### config.mk
export PLATFORM = sky130hd
export DESIGN_NAME = multi_channel_watchdog_controller_core_flat
export DESIGN_NICKNAME = d
export VERILOG_FILES = /design/src/rtl/mcwd_pkg.sv /design/src/rtl/mcwd_item_if.sv /design/src/rtl/mcwd_result_if.sv /design/src/rtl/mcwd_cfg_if.sv /design/src/rtl/mcwd_cmd_check.sv /design/src/rtl/multi_channel_watchdog_controller_core.sv /design/src/flat_wrapper.sv
export SDC_FILE = /design/constraint.sdc
export NUM_CORES = 1
export LEC_CHECK = 0
export BUFFER_PORTS_ARGS = -buffer_cell sky130_fd_sc_hd__buf_2
export CAP_MARGIN = 20
export CORE_ASPECT_RATIO = 1.5
export CORE_UTILIZATION = 50
export CTS_CLUSTER_SIZE = 24
export DETAILED_ROUTE_END_ITERATION = 8
export PLACE_DENSITY_LB_ADDON = 0.3
export SYNTH_ARGS = -nofsm -noshare
export SYNTH_HDL_FRONTEND = slang
export SYNTH_SLANG_ARGS = --single-unit
### constraint.sdc
create_clock -name i_clk -period 12.95 [get_ports i_clk]
set_input_delay 2.59 -clock i_clk [delete_from_list [all_inputs] [get_ports i_clk]]
set_output_delay 2.59 -clock i_clk [all_outputs]
set_load 0.05 [all_outputs]
### src/rtl/mcwd_pkg.sv
package mcwd_pkg;

    // Default size of the watchdog bank and of each countdown.
    localparam int NUM_WATCHDOGS_DEF = 4;
    localparam int COUNT_WIDTH_DEF   = 32;

    // Operation codes carried in flag bits 15..8.
    localparam logic [7:0] OP_START     = 8'h01;
    localparam logic [7:0] OP_STOP      = 8'h02;
    localparam logic [7:0] OP_QUERY     = 8'h03;
    localparam logic [7:0] OP_QUERY_LPM = 8'h04;

    // Action codes carried in flag bits 7..0.
    localparam logic [7:0] ACT_FIRST = 8'h01;
    localparam logic [7:0] ACT_LAST  = 8'h03;

    // Query-LPM answer: the watchdogs keep running in low power mode.
    localparam logic [63:0] LPM_NOT_STOPPED = 64'd2;

    // Input mode and result kind codes.
    localparam logic MODE_COMMAND = 1'b0;
    localparam logic MODE_TICK    = 1'b1;
    localparam logic KIND_REPLY   = 1'b0;
    localparam logic KIND_EXPIRY  = 1'b1;

    typedef enum logic [1:0] {
        STAT_OK      = 2'd0,
        STAT_PARAM   = 2'd1,
        STAT_NUMBER  = 2'd2,
        STAT_TIMEOUT = 2'd3
    } t_status;

    typedef enum logic [1:0] {
        ST_IDLE,
        ST_CMD,
        ST_SCAN,
        ST_FLUSH
    } t_state;

    // Decoded effect of one command on the watchdog bank.
    typedef struct packed {
        t_status     status;
        logic [63:0] word;
        logic        do_start;
        logic        do_stop;
        logic        stop_all;
        logic [1:0]  action;
    } t_cmd_ctl;

endpackage

### src/rtl/mcwd_item_if.sv
interface mcwd_item_if;
    logic        valid;
    logic        ready;
    logic        mode;
    logic [63:0] flags;
    logic [63:0] watchdog_number;
    logic [63:0] timeout_ms;

    modport source (output valid, mode, flags, watchdog_number, timeout_ms, input ready);
    modport sink   (input valid, mode, flags, watchdog_number, timeout_ms, output ready);
endinterface

### src/rtl/mcwd_result_if.sv
interface mcwd_result_if #(
    parameter int IDX_W = 2
);
    logic             valid;
    logic             ready;
    logic             result_kind;
    logic [1:0]       status;
    logic [63:0]      reply_word;
    logic [IDX_W-1:0] expired_index;
    logic [1:0]       expired_action;
    logic             last;

    modport source (output valid, result_kind, status, reply_word, expired_index,
                    expired_action, last, input ready);
    modport sink   (input valid, result_kind, status, reply_word, expired_index,
                    expired_action, last, output ready);
endinterface

### src/rtl/mcwd_cfg_if.sv
interface mcwd_cfg_if;
    logic        valid;
    logic        ready;
    logic [15:0] data;

    modport source (output valid, data, input ready);
    modport sink   (input valid, data, output ready);
endinterface

### src/rtl/mcwd_cmd_check.sv
module mcwd_cmd_check #(
    parameter int NUM_WATCHDOGS = mcwd_pkg::NUM_WATCHDOGS_DEF,
    parameter int COUNT_WIDTH   = mcwd_pkg::COUNT_WIDTH_DEF
) (
    input  logic [63:0]                          i_flags,
    input  logic [63:0]                          i_num,
    input  logic [63:0]                          i_tmo,
    input  logic [15:0]                          i_min,
    output mcwd_pkg::t_cmd_ctl                   o_ctl,
    output logic [((NUM_WATCHDOGS > 1) ? $clog2(NUM_WATCHDOGS) : 1)-1:0] o_slot,
    output logic [COUNT_WIDTH-1:0]               o_load
);
    localparam int IDX_W = (NUM_WATCHDOGS > 1) ? $clog2(NUM_WATCHDOGS) : 1;
    // Bits of a timeout that lie above the countdown width.
    localparam logic [63:0] HI_MASK = ~((64'd1 << COUNT_WIDTH) - 64'd1);

    logic [7:0] op;
    logic [7:0] act;
    logic       bad_common;
    logic       num_big;
    logic       num_all;
    logic       tmo_low;
    logic       act_bad;

    assign op         = i_flags[15:8];
    assign act        = i_flags[7:0];
    assign bad_common = (|i_flags[63:17]) || (i_num == 64'd0);
    assign num_big    = i_num > 64'(NUM_WATCHDOGS);
    assign num_all    = &i_num;
    assign tmo_low    = i_tmo <= {48'd0, i_min};

    // The slot is only used for numbers 1..NUM, so the low bits suffice.
    assign o_slot = i_num[IDX_W-1:0] - IDX_W'(1);

    // Saturate the timeout to the countdown width.
    assign o_load = (|(i_tmo & HI_MASK)) ? '1 : i_tmo[COUNT_WIDTH-1:0];

    // Decode the operation and run its checks in order.
    always_comb begin
        act_bad        = !(act inside {[mcwd_pkg::ACT_FIRST:mcwd_pkg::ACT_LAST]});
        o_ctl          = '0;
        o_ctl.status   = mcwd_pkg::STAT_OK;
        o_ctl.action   = act[1:0] - 2'd1;
        if (bad_common) begin
            o_ctl.status = mcwd_pkg::STAT_PARAM;
        end else begin
            case (op)
                mcwd_pkg::OP_START: begin
                    if (num_big) begin
                        o_ctl.status = mcwd_pkg::STAT_NUMBER;
                    end else if (tmo_low) begin
                        o_ctl.status = mcwd_pkg::STAT_TIMEOUT;
                    end else if (act_bad) begin
                        o_ctl.status = mcwd_pkg::STAT_PARAM;
                    end else begin
                        o_ctl.do_start = 1'b1;
                    end
                end
                mcwd_pkg::OP_STOP: begin
                    if (num_all) begin
                        o_ctl.stop_all = 1'b1;
                    end else if (!num_big) begin
                        o_ctl.do_stop = 1'b1;
                    end else begin
                        o_ctl.status = mcwd_pkg::STAT_NUMBER;
                    end
                end
                mcwd_pkg::OP_QUERY: begin
                    o_ctl.word = {i_min, 16'(NUM_WATCHDOGS), 32'd0};
                end
                mcwd_pkg::OP_QUERY_LPM: begin
                    if (num_big) begin
                        o_ctl.status = mcwd_pkg::STAT_NUMBER;
                    end else begin
                        o_ctl.word = mcwd_pkg::LPM_NOT_STOPPED;
                    end
                end
                default: begin
                    o_ctl.status = mcwd_pkg::STAT_PARAM;
                end
            endcase
        end
    end

endmodule

### src/rtl/multi_channel_watchdog_controller_core.sv
// Bank of NUM_WATCHDOGS countdown watchdogs. A command item (mode 0) starts, stops or
// queries watchdogs and always yields exactly one reply with last set; the item is
// captured, and the reply register is loaded in the CMD state once the result register
// is free. A tick item (mode 1) is scanned by one shared compare-and-decrement unit that
// visits the watchdogs one per cycle in ascending order, unless an expiry waits for the
// result channel; each countdown that runs out disarms and yields one expiry item; the
// final expiry of a tick carries last, and a tick with no expiry yields nothing. Back
// pressure on the result channel stalls replies and the scan. The input is ready
// only between items; the min_timeout_ms register (reset value 1) may be written at any
// time through the configuration channel, which is always ready.
module multi_channel_watchdog_controller_core #(
    parameter int NUM_WATCHDOGS = mcwd_pkg::NUM_WATCHDOGS_DEF,
    parameter int COUNT_WIDTH   = mcwd_pkg::COUNT_WIDTH_DEF
) (
    input  logic           i_clk,
    input  logic           i_rst_n,
    mcwd_item_if.sink      i_item,
    mcwd_cfg_if.sink       i_cfg,
    mcwd_result_if.source  o_result
);
    localparam int IDX_W = (NUM_WATCHDOGS > 1) ? $clog2(NUM_WATCHDOGS) : 1;
    localparam logic [IDX_W-1:0] LAST_IDX = IDX_W'(NUM_WATCHDOGS - 1);

    // Control state.
    mcwd_pkg::t_state r_state, n_state;
    logic [IDX_W-1:0] r_idx;
    logic [15:0]      r_min;
    logic             r_pend_valid;
    logic             r_out_valid;

    // Payload state.
    logic [NUM_WATCHDOGS-1:0] r_armed;
    logic [COUNT_WIDTH-1:0]   r_count  [NUM_WATCHDOGS];
    logic [1:0]               r_action [NUM_WATCHDOGS];
    logic [63:0]              r_flags;
    logic [63:0]              r_num;
    logic [63:0]              r_tmo;
    logic [IDX_W-1:0]         r_pend_idx;
    logic [1:0]               r_pend_act;
    logic                     r_out_kind;
    logic [1:0]               r_out_status;
    logic [63:0]              r_out_word;
    logic [IDX_W-1:0]         r_out_idx;
    logic [1:0]               r_out_act;
    logic                     r_out_last;

    // Command decode.
    mcwd_pkg::t_cmd_ctl     cmd_ctl;
    logic [IDX_W-1:0]       cmd_slot;
    logic [COUNT_WIDTH-1:0] cmd_load;

    // Sequencer controls.
    logic in_ready;
    logic in_fire;
    logic out_free;
    logic cmd_fire;
    logic scan_adv;
    logic push_pend;
    logic flush_push;

    // Shared compare-and-decrement unit.
    logic [COUNT_WIDTH-1:0] cur_count;
    logic                   cur_armed;
    logic                   cur_le1;
    logic [COUNT_WIDTH-1:0] cur_dec;
    logic                   expire;

    mcwd_cmd_check #(
        .NUM_WATCHDOGS (NUM_WATCHDOGS),
        .COUNT_WIDTH   (COUNT_WIDTH)
    ) u_cmd_check (
        .i_flags (r_flags),
        .i_num   (r_num),
        .i_tmo   (r_tmo),
        .i_min   (r_min),
        .o_ctl   (cmd_ctl),
        .o_slot  (cmd_slot),
        .o_load  (cmd_load)
    );

    assign cur_count = r_count[r_idx];
    assign cur_armed = r_armed[r_idx];
    assign cur_le1   = cur_count <= COUNT_WIDTH'(1);
    assign cur_dec   = cur_count - COUNT_WIDTH'(1);
    assign expire    = cur_armed && cur_le1;

    assign out_free = !r_out_valid || o_result.ready;
    assign in_fire  = i_item.valid && in_ready;

    // Next state.
    always_comb begin
        n_state = r_state;
        case (r_state)
            mcwd_pkg::ST_IDLE: begin
                if (in_fire) begin
                    n_state = (i_item.mode == mcwd_pkg::MODE_TICK) ?
                              mcwd_pkg::ST_SCAN : mcwd_pkg::ST_CMD;
                end
            end
            mcwd_pkg::ST_CMD: begin
                if (out_free) begin
                    n_state = mcwd_pkg::ST_IDLE;
                end
            end
            mcwd_pkg::ST_SCAN: begin
                if (scan_adv && (r_idx == LAST_IDX)) begin
                    n_state = mcwd_pkg::ST_FLUSH;
                end
            end
            mcwd_pkg::ST_FLUSH: begin
                if (!r_pend_valid || out_free) begin
                    n_state = mcwd_pkg::ST_IDLE;
                end
            end
            default: begin
                n_state = mcwd_pkg::ST_IDLE;
            end
        endcase
    end

    // Sequencer outputs.
    always_comb begin
        in_ready   = 1'b0;
        cmd_fire   = 1'b0;
        scan_adv   = 1'b0;
        push_pend  = 1'b0;
        flush_push = 1'b0;
        case (r_state)
            mcwd_pkg::ST_IDLE: begin
                in_ready = 1'b1;
            end
            mcwd_pkg::ST_CMD: begin
                cmd_fire = out_free;
            end
            mcwd_pkg::ST_SCAN: begin
                // An expiry with one already pending must first move the pending one out.
                scan_adv  = !(expire && r_pend_valid && !out_free);
                push_pend = scan_adv && expire && r_pend_valid;
            end
            mcwd_pkg::ST_FLUSH: begin
                flush_push = r_pend_valid && out_free;
            end
            default: begin
                in_ready = 1'b0;
            end
        endcase
    end

    assign i_item.ready = in_ready;
    assign i_cfg.ready  = 1'b1;

    // Sequencer and control registers.
    always_ff @(posedge i_clk) begin
        if (!i_rst_n) begin
            r_state      <= mcwd_pkg::ST_IDLE;
            r_idx        <= '0;
            r_min        <= 16'd1;
            r_pend_valid <= 1'b0;
            r_out_valid  <= 1'b0;
            r_armed      <= '0;
        end else begin
            r_state <= n_state;
            if (i_cfg.valid) begin
                r_min <= i_cfg.data;
            end
            if (in_fire) begin
                r_idx <= '0;
            end else if (scan_adv && (r_idx != LAST_IDX)) begin
                r_idx <= r_idx + IDX_W'(1);
            end

            // Watchdog arming.
            if (cmd_fire) begin
                if (cmd_ctl.do_start) begin
                    r_armed[cmd_slot] <= 1'b1;
                end else if (cmd_ctl.do_stop) begin
                    r_armed[cmd_slot] <= 1'b0;
                end else if (cmd_ctl.stop_all) begin
                    r_armed <= '0;
                end
            end else if (scan_adv && expire) begin
                r_armed[r_idx] <= 1'b0;
            end

            // The pending expiry waits until it is known whether another follows.
            if (scan_adv && expire) begin
                r_pend_valid <= 1'b1;
            end else if ((r_state == mcwd_pkg::ST_FLUSH) && (n_state == mcwd_pkg::ST_IDLE)) begin
                r_pend_valid <= 1'b0;
            end

            if (cmd_fire || push_pend || flush_push) begin
                r_out_valid <= 1'b1;
            end else if (o_result.ready) begin
                r_out_valid <= 1'b0;
            end
        end
    end

    // Captured item, watchdog payload and result register.
    always_ff @(posedge i_clk) begin
        if (in_fire) begin
            r_flags <= i_item.flags;
            r_num   <= i_item.watchdog_number;
            r_tmo   <= i_item.timeout_ms;
        end
        if (cmd_fire && cmd_ctl.do_start) begin
            r_count[cmd_slot]  <= cmd_load;
            r_action[cmd_slot] <= cmd_ctl.action;
        end else if (scan_adv && cur_armed && !cur_le1) begin
            r_count[r_idx] <= cur_dec;
        end
        if (scan_adv && expire) begin
            r_pend_idx <= r_idx;
            r_pend_act <= r_action[r_idx];
        end
        if (cmd_fire) begin
            r_out_kind   <= mcwd_pkg::KIND_REPLY;
            r_out_status <= cmd_ctl.status;
            r_out_word   <= cmd_ctl.word;
            r_out_idx    <= '0;
            r_out_act    <= 2'd0;
            r_out_last   <= 1'b1;
        end else if (push_pend || flush_push) begin
            r_out_kind   <= mcwd_pkg::KIND_EXPIRY;
            r_out_status <= mcwd_pkg::STAT_OK;
            r_out_word   <= 64'd0;
            r_out_idx    <= r_pend_idx;
            r_out_act    <= r_pend_act;
            r_out_last   <= flush_push;
        end
    end

    assign o_result.valid          = r_out_valid;
    assign o_result.result_kind    = r_out_kind;
    assign o_result.status         = r_out_status;
    assign o_result.reply_word     = r_out_word;
    assign o_result.expired_index  = r_out_idx;
    assign o_result.expired_action = r_out_act;
    assign o_result.last           = r_out_last;

`ifndef SYNTHESIS
    // A pending expiry only exists while a tick is being worked on.
    a_pend_in_tick: assert property (@(posedge i_clk) disable iff (!i_rst_n)
        r_pend_valid |-> (r_state == mcwd_pkg::ST_SCAN || r_state == mcwd_pkg::ST_FLUSH))
        else $error("pending expiry outside a tick");

    // The scan index stays inside the bank.
    a_idx_range: assert property (@(posedge i_clk) disable iff (!i_rst_n)
        r_idx <= LAST_IDX)
        else $error("scan index beyond the last watchdog");

    // A command reply is always the only and final item of its command.
    a_reply_last: assert property (@(posedge i_clk) disable iff (!i_rst_n)
        (r_out_valid && r_out_kind == mcwd_pkg::KIND_REPLY) |-> r_out_last)
        else $error("command reply without last");

    // Every tick ends with no expiry left pending.
    a_flush_done: assert property (@(posedge i_clk) disable iff (!i_rst_n)
        (r_state == mcwd_pkg::ST_FLUSH && n_state == mcwd_pkg::ST_IDLE) |=> !r_pend_valid)
        else $error("expiry left pending after a tick");
`endif

endmodule
### src/flat_wrapper.sv
// flat-port wrapper written by rule: the top's interface ports become plain ports
module multi_channel_watchdog_controller_core_flat 
#(
    parameter int NUM_WATCHDOGS = mcwd_pkg::NUM_WATCHDOGS_DEF,
    parameter int COUNT_WIDTH   = mcwd_pkg::COUNT_WIDTH_DEF
)
  (i_clk, i_rst_n, i_item_valid, i_item_mode, i_item_flags, i_item_watchdog_number, i_item_timeout_ms, i_item_ready, i_cfg_valid, i_cfg_data, i_cfg_ready, o_result_valid, o_result_result_kind, o_result_status, o_result_reply_word, o_result_expired_index, o_result_expired_action, o_result_last, o_result_ready);
  mcwd_item_if i_item_i ();
  mcwd_cfg_if i_cfg_i ();
  mcwd_result_if o_result_i ();
  input  logic i_clk;
  input  logic i_rst_n;
  input wire logic [$bits(i_item_i.valid)-1:0] i_item_valid;
  input wire logic [$bits(i_item_i.mode)-1:0] i_item_mode;
  input wire logic [$bits(i_item_i.flags)-1:0] i_item_flags;
  input wire logic [$bits(i_item_i.watchdog_number)-1:0] i_item_watchdog_number;
  input wire logic [$bits(i_item_i.timeout_ms)-1:0] i_item_timeout_ms;
  output wire logic [$bits(i_item_i.ready)-1:0] i_item_ready;
  input wire logic [$bits(i_cfg_i.valid)-1:0] i_cfg_valid;
  input wire logic [$bits(i_cfg_i.data)-1:0] i_cfg_data;
  output wire logic [$bits(i_cfg_i.ready)-1:0] i_cfg_ready;
  output wire logic [$bits(o_result_i.valid)-1:0] o_result_valid;
  output wire logic [$bits(o_result_i.result_kind)-1:0] o_result_result_kind;
  output wire logic [$bits(o_result_i.status)-1:0] o_result_status;
  output wire logic [$bits(o_result_i.reply_word)-1:0] o_result_reply_word;
  output wire logic [$bits(o_result_i.expired_index)-1:0] o_result_expired_index;
  output wire logic [$bits(o_result_i.expired_action)-1:0] o_result_expired_action;
  output wire logic [$bits(o_result_i.last)-1:0] o_result_last;
  input wire logic [$bits(o_result_i.ready)-1:0] o_result_ready;
  assign i_item_i.valid = i_item_valid;
  assign i_item_i.mode = i_item_mode;
  assign i_item_i.flags = i_item_flags;
  assign i_item_i.watchdog_number = i_item_watchdog_number;
  assign i_item_i.timeout_ms = i_item_timeout_ms;
  assign i_item_ready = i_item_i.ready;
  assign i_cfg_i.valid = i_cfg_valid;
  assign i_cfg_i.data = i_cfg_data;
  assign i_cfg_ready = i_cfg_i.ready;
  assign o_result_valid = o_result_i.valid;
  assign o_result_result_kind = o_result_i.result_kind;
  assign o_result_status = o_result_i.status;
  assign o_result_reply_word = o_result_i.reply_word;
  assign o_result_expired_index = o_result_i.expired_index;
  assign o_result_expired_action = o_result_i.expired_action;
  assign o_result_last = o_result_i.last;
  assign o_result_i.ready = o_result_ready;
  multi_channel_watchdog_controller_core #(.NUM_WATCHDOGS(NUM_WATCHDOGS), .COUNT_WIDTH(COUNT_WIDTH)) u_core (.i_clk(i_clk), .i_rst_n(i_rst_n), .i_item(i_item_i), .i_cfg(i_cfg_i), .o_result(o_result_i));
endmodule
=== Yosys cells after proc, flatten, opt, wreduce, memory -nomap -nowiden ===
Memory sizes are Yosys's and may differ from the RTL's. A register that Yosys moved wholly into a read port is not among the register bits.
Cells that the tools add are included.

* Add/sub/neg operators: 4
* Reduce and logical (&&, ||, !) cells: 41
* Order comparisons: 9
* Mux-type cells: 59
* Equality and inequality tests: 10
* Bitwise gates (word level): 6

{| class="wikitable"
|+ Operator list
! kind !! count
|-
| 64-bit two-way mux || 2
|-
| 64-bit case mux with 2 select lines || 1
|-
| 67-bit two-way mux || 1
|-
| 64-bit by 3-bit > comparator with 1-bit output (second input constant) || 1
|-
| 64-bit by 16-bit less-or-equal comparator with 1-bit output || 1
|-
| 64-bit logical NOT || 1
|-
| 32-bit two-way mux || 2
|-
| 64-bit AND reduction || 1
|-
| 32-bit OR reduction || 2
|-
| 47-bit OR reduction || 1
|-
| 2-bit two-way mux || 17
|-
| 32-bit by 1-bit less-or-equal comparator with 1-bit output (second input constant) || 1
|-
| 32-bit by 1-bit subtractor with 32-bit output (second input constant) || 1
|-
| 1-bit two-way mux || 26
|-
| 4-bit two-way mux || 5
|-
| 1-bit logical AND || 17
|-
| 8-bit by 2-bit equality test with 1-bit output (second input constant) || 2
|-
| 2-bit case mux with 4 select lines || 2
|-
| 4-bit AND || 2
|-
| 8-bit by 1-bit equality test with 1-bit output (second input constant) || 1
|-
| 8-bit by 3-bit equality test with 1-bit output (second input constant) || 1
|-
| 8-bit by 1-bit greater-or-equal comparator with 1-bit output (second input constant) || 1
|-
| 8-bit by 2-bit less-or-equal comparator with 1-bit output (second input constant) || 1
|-
| 4-bit NOT || 2
|-
| other kinds (18) || 37
|}

* Memories: 2
* Bits in writable memories: 136
* Bits in registers: 292
* Logic and storage cells: 147
* Input port bits: 214

{| class="wikitable"
|+ Memories
! memory !! words !! bits a word !! read ports !! clocked after memory_dff !! write ports !! line !! text
|-
| u_core.r_count || 4 || 32 || 1 || 1 || 1 || multi_channel_watchdog_controller_core.sv:33 || <nowiki>logic [COUNT_WIDTH-1:0] r_count [NUM_WATCHDOGS];</nowiki>
|-
| u_core.r_action || 4 || 2 || 1 || 1 || 1 || multi_channel_watchdog_controller_core.sv:34 || <nowiki>logic [1:0] r_action [NUM_WATCHDOGS];</nowiki>
|}

=== Longest topological paths before layout ===
Gate-level depths: netlist (run 1).

* Word-level depth: 14
* Gate-level depth with buffers: 15
* Mapped depth without buffers: 10

=== Hierarchy ===
From an unflattened synthesis (run 1), not the netlist that was laid out.

* Cells, all modules: 1143
* Area total of the unflattened synthesis: 17839.6 µm²

{| class="wikitable"
|+ By module, submodules not included
! module !! area each (µm²) !! cells an instance !! instances
|-
| multi_channel_watchdog_controller_core || 15934.0 || 859 || 1
|-
| mcwd_cmd_check || 1905.6 || 284 || 1
|}

=== Worst setup path before layout (run 1) ===
No wires, ideal clock.

* Path kind: input to register
* From: input port i_item_valid
* To: register u_core.r_flags[0], enable pin
* Setup slack: 1.599 ns
* Required time: 12.205 ns
* Library setup time: 0.745 ns
* Data arrival time: 10.606 ns
* Stages: 2
* Path buffers: 0
* Path through: nand2b_1 -> nor2_1

* Longest elaborated chain between the ends: 1

{| class="wikitable"
|+ Ends and longest elaborated chain
! element !! line !! text
|-
| from (decl) || flat_wrapper.sv:13 || <nowiki>input wire logic [$bits(i_item_i.valid)-1:0] i_item_valid;</nowiki>
|-
| 1-bit logical AND || multi_channel_watchdog_controller_core.sv:88 || <nowiki>assign in_fire = i_item.valid && in_ready;</nowiki>
|-
| via u_core.in_fire || multi_channel_watchdog_controller_core.sv:54 || <nowiki>logic in_fire;</nowiki>
|-
| to (signal assigned) || multi_channel_watchdog_controller_core.sv:203 || <nowiki>r_flags <= i_item.flags;</nowiki>
|-
| to (decl) || multi_channel_watchdog_controller_core.sv:35 || <nowiki>logic [63:0] r_flags;</nowiki>
|}

The timed path passes the listed nets, and every way through them passes these cells.
A chain may end at the register's enable or synchronous reset.

=== Worst setup path after layout (run 1) ===
* From: input port i_item_valid
* To: register u_core.r_num[27], enable pin

* Longest elaborated chain between the ends: 1

{| class="wikitable"
|+ Ends and longest elaborated chain
! element !! line !! text
|-
| 1-bit logical AND || multi_channel_watchdog_controller_core.sv:88 ||
|-
| via u_core.in_fire || multi_channel_watchdog_controller_core.sv:54 ||
|-
| to (signal assigned) || multi_channel_watchdog_controller_core.sv:204 || <nowiki>r_num <= i_item.watchdog_number;</nowiki>
|-
| to (decl) || multi_channel_watchdog_controller_core.sv:36 || <nowiki>logic [63:0] r_num;</nowiki>
|}

The timed path passes the listed nets, and every way through them passes these cells.

==> out/results.tsv, run 1 <==
stage	metric	value	unit
pwr	leakage	7.00	nW
logic_synthesis	yosysUniqueCellTypes	58	
die	die_area	32100	µm²
final_layout	fin_area	18400	µm²
clock_network	cts.sinks	385	
setup_path	criticalPathCategory	in2reg	
pwr	powerDensity	142	nW/µm²
die	die_h	219	µm
sta	post-route-period-util	36.1	%
clock_network	hold_buffers	0	
placement	hpwl	22900	µm
routing	viasPerCell	5.47	
global_routing	grt_pass1_wl	49800	µm
clock_network	cts_resized	0	
pwr	p_total	0.00261	W
clock_network	cts_tree	yes	
flow_run	maxCapViolCount	0	
final_layout	n_fill_cell	2321	
die	ioPinCount	289	
sta	fmax	214	MHz
sta	drv_slew	0	
sta	period_needed	4.67	ns
die	core	30900	µm²
setup_path	end_kind	flip-flop	
setup_path	crit_arrival	4.81	ns
routing	vias	9212	
logic_synthesis	synth.yosys.seq_area_share	71.6	%
clock_network	cts-root-buf	clkbuf_16	
routing	wl_per_cell	19.3	µm
worst_hold_path	hold_class	reg2reg	
final_layout	syn_to_final_growth	17.1	%
clock_network	clk_latency	0.52	ns
clock_network	path_clk_slew	0.06	ns
placement	dpl_cell_area	17200	µm²
sta	fin_tns_setup	0	ns
routing	drt_pass1_iterations	5	
routing	ant_nets	0	
sta	setup_viol	0	
sta	clock-skew-final	0.0124	ns
clock_network	cts_buffers	36	
sta	worst_slack	8.28	ns
logic_synthesis	synth_ff_type	edfxtp_1	
routing	drtIter0Drc	428	
die	start_util	50.7	%
final_layout	final_util	59.3	%
routing	drt_wl_total	32500	µm
die	chipWidth	147	µm
final_layout	layout_common_cells	edfxtp_1 (351), buf_2 (240), nor4_1 (66), nor2_1 (48), conb_1 (47)	
logic_synthesis	syn_area	15700	µm²
sta	hold_violations	0	
placement	dpl_worst_slack	7.14	ns
final_layout	drive_gt1_share	27.7	%
sta	tightest_slew	1.02	ns
global_routing	grt_max_degree	88	
clock_network	postCtsSetupBuffers	0	
sta	grt_setup_unrepaired	false	
final_layout	final_common_cell	edfxtp_1	
logic_synthesis	synthCells	998	
logic_synthesis	synth_edf_count	351	
setup_path	crit_fanout	86	
placement	gp_congestion	0.836	
die	rows	79	
logic_synthesis	ys_warn_count	0	
sta	maxSlewHeadroom	31.7	%
setup_path	required	13.09	ns
logic_synthesis	async_flop_share	0	%
final_layout	final_nets	1496	
pwr	ir_drop	0.119	mV
clock_network	cts_max_level	2	
outcome	status	finished, final reports clean	
logic_synthesis	avgSynthCellArea	15.7	µm²
global_routing	grt_overflow	0	
placement	port_buffers	240	
clock_network	cts_buffer_depth	3	
logic_synthesis	synth-seq-cells	385	
global_routing	track_usage	20.6	%
setup_path	crit_path_start_kind	primary input	
routing	drc	0	
global_routing	antenna_found_initial	2	
global_routing	grt_pass1_vias	9364	
cell type report:
| class | count | area (µm²) | share of cell area, % |
|---|---|---|---|
| Antenna cell | 2 | 5.00 | 0.0273 |
| Clock buffer | 40 | 937 | 5.11 |
| Clock inverter | 22 | 181 | 0.989 |
| Inverter | 32 | 120 | 0.655 |
| Multi-Input combinational cell | 545 | 4050 | 22.1 |
| Sequential cell | 385 | 11200 | 61.2 |
| Tap cell | 405 | 507 | 2.76 |
| Timing Repair Buffer | 253 | 1320 | 7.21 |
final timing paths:
path	from	endpoint	slack, ns	cells past startpoint
worst max-delay path	i_item_valid	u_core.r_num[27]	8.28	5
worst min-delay path	u_core.o_result.expired_action[0]	u_core.o_result.expired_action[0]	0.45	2
worst max register to register	flip-flop	u_core.o_result.reply_word[62]	8.40	7
worst min register to register	u_core.o_result.expired_action[0]	u_core.o_result.expired_action[0]	0.45	2
routing by layer:
| metal | share of wire (%) | vias to the layer above | global-route usage, % |
|---|---|---|---|
| met5 | 0 | - | 0 |
| met1 | 37 | 4470 | 23.0 |
| met2 | 52 | 342 | 36.7 |
| met3 | 7.0 | 66 | 5.26 |
| li1 | - | 4334 | - |
| met4 | 3.9 | 0 | 9.55 |
kinds of logic (layout without fill, tap and decap cells):
family,Yosys count,count (layout),synth area share [%]
fa+ha+maj,29,29,2.31
xor+xnor,31,31,1.73
buf+inv,113,347,4.05
mux,52,52,6.11
flops,385,385,71.6
simple gates,297,297,10.6
compound gates,89,89,3.58
other cells,2,49,0.0479
state kept, by name (all words and copies together) (netlist names), named ones only:
register,cells
u_core.r_count,128
u_core.r_num,64
u_core.r_tmo,64
u_core.r_flags,63
u_core.o_result.reply_word,18
u_core.r_min,16
u_core.r_action,8
u_core.r_armed,4
u_core.o_result.expired_action,2
u_core.o_result.expired_index,2
u_core.o_result.status,2
u_core.r_idx,2
u_core.r_pend_act,2
u_core.r_pend_idx,2
u_core.r_state,2
u_core.o_result.last,1
u_core.o_result.result_kind,1
u_core.o_result.valid,1
u_core.r_pend_valid,1
worst max-delay path, cell delays in order:
cell and delay [ns]:
buf_2 0.12, nand2b_1 0.13, nor2_4 0.52, buf_4 0.51, buf_4 0.85
cell usage after synthesis (7+ instances only):
cell type,instances,area [µm²]
nor3_1,44,220
mux2i_1,17,170
nor2b_1,11,68.8
buf_2,7,35.0
inv_1,31,116
xor2_1,10,87.6
ha_1,29,363
xnor2_1,21,184
a21oi_1,42,210
nor3b_1,8,60.1
edfxtp_1,351,10500
nand2_1,28,105
nor4_1,66,413
nand4_1,27,169
o21ai_1,11,55.1
buf_4,48,360
nor2_1,49,184
and2_1,10,62.6
mux4_2,35,788
dfxtp_1,34,681
clkbuf_1,22,82.6
nand2b_1,9,56.3
nand3_1,17,85.1
metrics by stage:
step           instances  hold slack (ns)
6_report            1684            0.449
5_1_grt             1682            0.469
4_1_cts             1680            0.455
3_5_place_dp        1618            0.444
3_3_place_gp        1618            0.435
2_1_floorplan       1043            0.424
where the power goes:
group / internal, W / switching [W]
registers: 0.00141 / 0.0000284
logic: 0.0000485 / 0.000107
clock network: 0.000581 / 0.000436
(Power assumes the default switching activity.)
==> run 2: changes to the inputs <==
==> constraint.sdc (replaced) <==
create_clock -name i_clk -period 4.61 [get_ports i_clk]
set_input_delay 0.922 -clock i_clk [delete_from_list [all_inputs] [get_ports i_clk]]
set_output_delay 0.922 -clock i_clk [all_outputs]
set_load 0.05 [all_outputs]
==> out/results.tsv, run 2 (synthesis gave the netlist of run 1 again) <==
stage	metric	value	unit
outcome	status	finished, final reports clean	
global_routing	grt_max_degree	65	
setup_path	crit_arrival	4.20	ns
routing	vias	9255	
final_layout	largest_register_ff_count	128	
die	chipWidth	147	µm
routing	drt_pass1_iterations	5	
die	start_util	50.7	%
setup_path	criticalPathCategory	reg2reg	
flow_run	maxCapViolCount	0	
clock_network	postCtsSetupBuffers	0	
routing	wl_per_cell	19.3	µm
sta	grt_setup_unrepaired	false	
global_routing	grt_overflow	0	
clock_network	hold_buffers	0	
clock_network	cts_max_level	2	
sta	fmax	252	MHz
clock_network	cts.sinks	385	
setup_path	rr_worst_depth	8	
routing	ant_nets	0	
routing	drc	0	
clock_network	cts_resized	0	
die	ioPinCount	289	
pwr	leakage	7.05	nW
sta	post-route-period-util	85.9	%
global_routing	track_usage	20.9	%
clock_network	cts-root-buf	clkbuf_16	
global_routing	grt_pass1_wl	50400	µm
clock_network	cts_tree	yes	
die	rows	79	
pwr	ir_drop	0.341	mV
setup_path	timing.rr.end	u_core.r_count[1][13]	
setup_path	end_kind	flip-flop	
placement	dpl_worst_slack	0.640	ns
setup_path	crit_fanout	64	
setup_path	reg2reg_slack	0.65	ns
setup_path	crit_end	u_core.r_count[1][13]	
clock_network	clk_latency	0.53	ns
pwr	powerDensity	394	nW/µm²
clock_network	cts_buffers	36	
sta	period_needed	3.96	ns
final_layout	final_common_cell	edfxtp_1	
routing	viasPerCell	5.42	
placement	gp_congestion	0.852	
clock_network	cts_buffer_depth	3	
die	core	30900	µm²
sta	worst_slack	0.649	ns
final_layout	top_register	u_core.r_count	
sta	hold_violations	0	
global_routing	grt_pass1_vias	9534	
global_routing	antenna_found_initial	7	
worst_hold_path	hold_class	reg2reg	
setup_path	crit_path_start_kind	flip-flop	
die	die_area	32100	µm²
die	die_h	219	µm
routing	drtIter0Drc	449	
final_layout	syn_to_final_growth	18.1	%
setup_path	required	4.85	ns
final_layout	drive_gt1_share	28.2	%
placement	port_buffers	240	
final_layout	final_nets	1509	
sta	maxSlewHeadroom	31.2	%
sta	tightest_slew	1.03	ns
pwr	p_total	0.00730	W
sta	drv_slew	0	
sta	setup_viol	0	
placement	hpwl	24000	µm
final_layout	biggestRegsByFlops	u_core.r_count x128, u_core.r_num x64, u_core.r_tmo x64	
routing	drt_wl_total	32900	µm
clock_network	path_clk_slew	0.06	ns
final_layout	layout_common_cells	edfxtp_1 (351), buf_2 (240), nor4_1 (66), nor2_1 (48), conb_1 (47)	
sta	clock-skew-final	0.0144	ns
==> run 2: cell count changes in the layout (fill, tap and decap cells not counted), sizes merged <==
cell / previous run / this run
buf: 252 / 266
bufinv: 3 / 1
clkbuf: 40 / 50
clkinv: 17 / 12
clkinvlp: 0 / 1
diode: 2 / 7
dlymetal6s2s: 1 / 0
==> run 2: cell type report <==
type / instances / area (µm²)
Antenna cell: 7 / 17.5
Clock buffer: 50 / 1020
Clock inverter: 16 / 108
Fill cell: 2388 / 12400
Inverter: 32 / 120
Multi-Input combinational cell: 545 / 4050
Sequential cell: 385 / 11200
Tap cell: 405 / 507
Timing Repair Buffer: 266 / 1470
==> run 2: how the worst min path moves through the flow <==
stage,startpoint,to,slack (ns),cells after the start
detailed placement,u_core.o_result.expired_action[1],u_core.o_result.expired_action[1],0.44,2
CTS,u_core.o_result.expired_action[1],u_core.o_result.expired_action[1],0.45,2
global placement,u_core.r_pend_act[1],u_core.o_result.expired_action[1],0.44,2
global route,u_core.o_result.expired_action[0],u_core.o_result.expired_action[0],0.48,2
finish,u_core.o_result.expired_action[1],u_core.o_result.expired_action[1],0.45,2
floorplan,u_core.r_pend_act[0],u_core.o_result.expired_action[0],0.42,2
==> run 2: stage by stage <==
| stage | hold WS, ns | setup TNS, ns | area, µm² | utilization [%] | std cells |
|---|---|---|---|---|---|
| 2_1_floorplan | 0.424 | -38.00 | 15900 | - | 1043 |
| 3_3_place_gp | 0.436 | 0 | 17400 | 56.1 | 1632 |
| 3_5_place_dp | 0.444 | 0 | 17400 | 56.1 | 1633 |
| 4_1_cts | 0.452 | 0 | 18500 | 59.8 | 1699 |
| 5_1_grt | 0.480 | 0 | 18500 | 59.8 | 1702 |
| 6_report | 0.446 | 0 | 18500 | 59.9 | 1706 |
==> run 2: layer usage <==
| metal | GRT usage, % | wire (µm) |
|---|---|---|
| met2 | 38.3 | 17400 |
| met5 | 0 | 13 |
| met1 | 22.1 | 11600 |
| met3 | 5.07 | 2430 |
| met4 | 11.0 | 1530 |
==> run 2: power breakdown <==
| part | leakage [nW] | total, W | switching, W | internal [W] |
|---|---|---|---|---|
| Sequential | 3.89 | 0.00403 | 0.0000812 | 0.00395 |
| Clock | 0.551 | 0.00282 | 0.00121 | 0.00161 |
| Combinational | 2.61 | 0.000445 | 0.000301 | 0.000144 |
==> run 2: worst max-delay path, stage by stage (launching register included) <==
cell and delay, ns:
dfxtp_2 0.55, buf_4 0.35, mux4_2 0.61, or4_1 0.56, or3_1 0.49, o311a_2 0.49
buf_12 0.22, nor3_1 0.25, a21oi_1 0.11
==> run 3: changes to the inputs <==
--- a/config.mk
+++ b/config.mk
@@ -8,7 +8,9 @@
 export BUFFER_PORTS_ARGS = -buffer_cell sky130_fd_sc_hd__buf_2
 export CAP_MARGIN = 20
 export CORE_ASPECT_RATIO = 1.5
+export CORE_MARGIN = 8
 export CORE_UTILIZATION = 50
+export CTS_BUF_LIST = sky130_fd_sc_hd__clkbuf_2
 export CTS_CLUSTER_SIZE = 24
 export DETAILED_ROUTE_END_ITERATION = 8
 export PLACE_DENSITY_LB_ADDON = 0.3
==> out/results.tsv, run 3 (synthesis gave the netlist of run 1 again) <==
stage	metric	value	unit
outcome	status	finished, final reports clean	
setup_path	crit_path_start_kind	flip-flop	
sta	tightest_slew	1.06	ns
clock_network	path_clk_slew	0.11	ns
setup_path	reg2reg_slack	0.61	ns
global_routing	antenna_found_initial	5	
sta	period_needed	4.00	ns
sta	drv_slew	0	
placement	dp.cells	1637	
routing	drtIter0Drc	354	
final_layout	n_fill_cell	2455	
clock_network	cts-root-buf	clkbuf_2	
sta	clock-skew-final	0.0802	ns
placement	dpl_cell_area	17400	µm²
die	rows	79	
setup_path	rr_worst_depth	8	
die	chipWidth	161	µm
final_layout	fin_area	18200	µm²
routing	viasPerCell	5.34	
setup_path	criticalPathCategory	reg2reg	
worst_hold_path	hold_path_end	u_core.r_tmo[27]	
die	ioPinCount	289	
sta	setup_viol	0	
sta	post-route-period-util	86.8	%
final_layout	final_nets	1563	
flow_run	maxCapViolCount	0	
final_layout	top_register	u_core.r_count	
placement	dpl_worst_slack	0.670	ns
clock_network	cts_buffers	86	
clock_network	cts.sinks	385	
setup_path	crit_arrival	4.64	ns
clock_network	cts_buffer_depth	3	
clock_network	hold_buffers	0	
final_layout	instances_no_fill	1796	
routing	drc	0	
die	die_h	233	µm
worst_hold_path	hold_class	in2reg	
final_layout	largest_register_ff_count	128	
sta	hold_violations	0	
sta	worst_slack	0.608	ns
routing	vias	9596	
setup_path	end_kind	flip-flop	
final_layout	layout_common_cells	edfxtp_1 (351), buf_2 (240), clkbuf_2 (126), nor4_1 (66), nor2_1 (48)	
sta	grt_setup_unrepaired	false	
placement	hpwl	26400	µm
worst_hold_path	whs_path_depth	1	
global_routing	grt_pass1_wl	54200	µm
pwr	ir_drop	0.312	mV
sta	fmax	250	MHz
pwr	powerDensity	361	nW/µm²
clock_network	cts_resized	0	
pwr	leakage	7.15	nW
worst_hold_path	min_from	i_item_timeout_ms[27]	
global_routing	grt_overflow	0	
routing	drt_wl_total	35500	µm
clock_network	cts_tree	yes	
global_routing	grt_pass1_vias	10300	
setup_path	required	5.25	ns
routing	wl_per_cell	19.8	µm
die	die_area	37400	µm²
clock_network	clk_latency	0.94	ns
routing	ant_nets	0	
final_layout	biggestRegsByFlops	u_core.r_count x128, u_core.r_num x64, u_core.r_tmo x64	
die	core	30900	µm²
sta	maxSlewHeadroom	29.3	%
final_layout	drive_gt1_share	33.0	%
pwr	p_total	0.00658	W
global_routing	track_usage	19.0	%
setup_path	crit_fanout	19	
clock_network	postCtsSetupBuffers	0	
placement	gp_congestion	0.829	
clock_network	cts_max_level	3	
die	start_util	50.7	%
final_layout	final_common_cell	edfxtp_1	
routing	drt_pass1_iterations	5	
placement	port_buffers	240	
setup_path	timing.rr.end	u_core.r_count[2][11]	
final_layout	syn_to_final_growth	16.3	%
global_routing	grt_max_degree	57	
-- run 3: changes by cell type in the layout (fill, tap and decap cells not counted), sizes merged, moves of 4 or more --
cell and change:
buf +4, clkbuf +76, clkinv +14, diode -5
-- run 3: layout make-up --
| class | count | area [µm²] | share of cell area [%] |
|---|---|---|---|
| sequential | 385 | 11200 | 61.6 |
| multi-input combinational | 545 | 4050 | 22.2 |
| timing repair buffer | 270 | 1510 | 8.29 |
| clock buffer | 126 | 631 | 3.46 |
| tap | 405 | 507 | 2.78 |
| clock inverter | 31 | 179 | 0.982 |
| inverter | 32 | 120 | 0.659 |
| antenna | 2 | 5.00 | 0.0275 |
-- run 3: where the power goes --
group          leakage, nW  internal, W  total [W]  switching, W
clock                0.624     0.000849    0.00211       0.00126
sequential            3.89      0.00395    0.00403     0.0000828
combinational         2.63     0.000140   0.000444      0.000304
total                 7.15      0.00494    0.00658       0.00165
-- run 3: worst max path at each step --
stage / from / depth (start not counted) / endpoint
2_1_floorplan: o_result_ready / 6 / u_core.r_count[0][0]
3_3_place_gp: flip-flop / 8 / u_core.r_count[1][7]
3_5_place_dp: flip-flop / 8 / u_core.r_count[1][7]
4_1_cts: flip-flop / 8 / u_core.r_count[1][11]
5_1_grt: u_core.r_flags[42] / 7 / u_core.r_count[1][11]
6_report: flip-flop / 8 / u_core.r_count[2][11]
-- run 3: metrics by stage --
stage / util [%] / hold WS (ns) / setup TNS, ns
2_1_floorplan: - / 0.424 / -38.00
3_3_place_gp: 56.3 / 0.437 / 0
3_5_place_dp: 56.3 / 0.443 / 0
4_1_cts: 58.9 / 0.00688 / 0
5_1_grt: 58.9 / 0.0423 / 0
6_report: 58.9 / 0.145 / 0
-- run 3: per-layer routing --
metal,track usage (%),wire length [µm]
met4,10.7,1330
met3,5.93,2930
met2,33.8,18500
met1,19.5,12800
met5,0,35
-- run 3: critical path: stages, from the launching register on --
cell and delay (ns):
dfxtp_2 0.59, buf_4 0.27, mux4_2 0.58, or4_1 0.57
or3_1 0.51, o311a_2 0.50, nand3_1 0.16, o31ai_4 0.24
buf_12 0.26
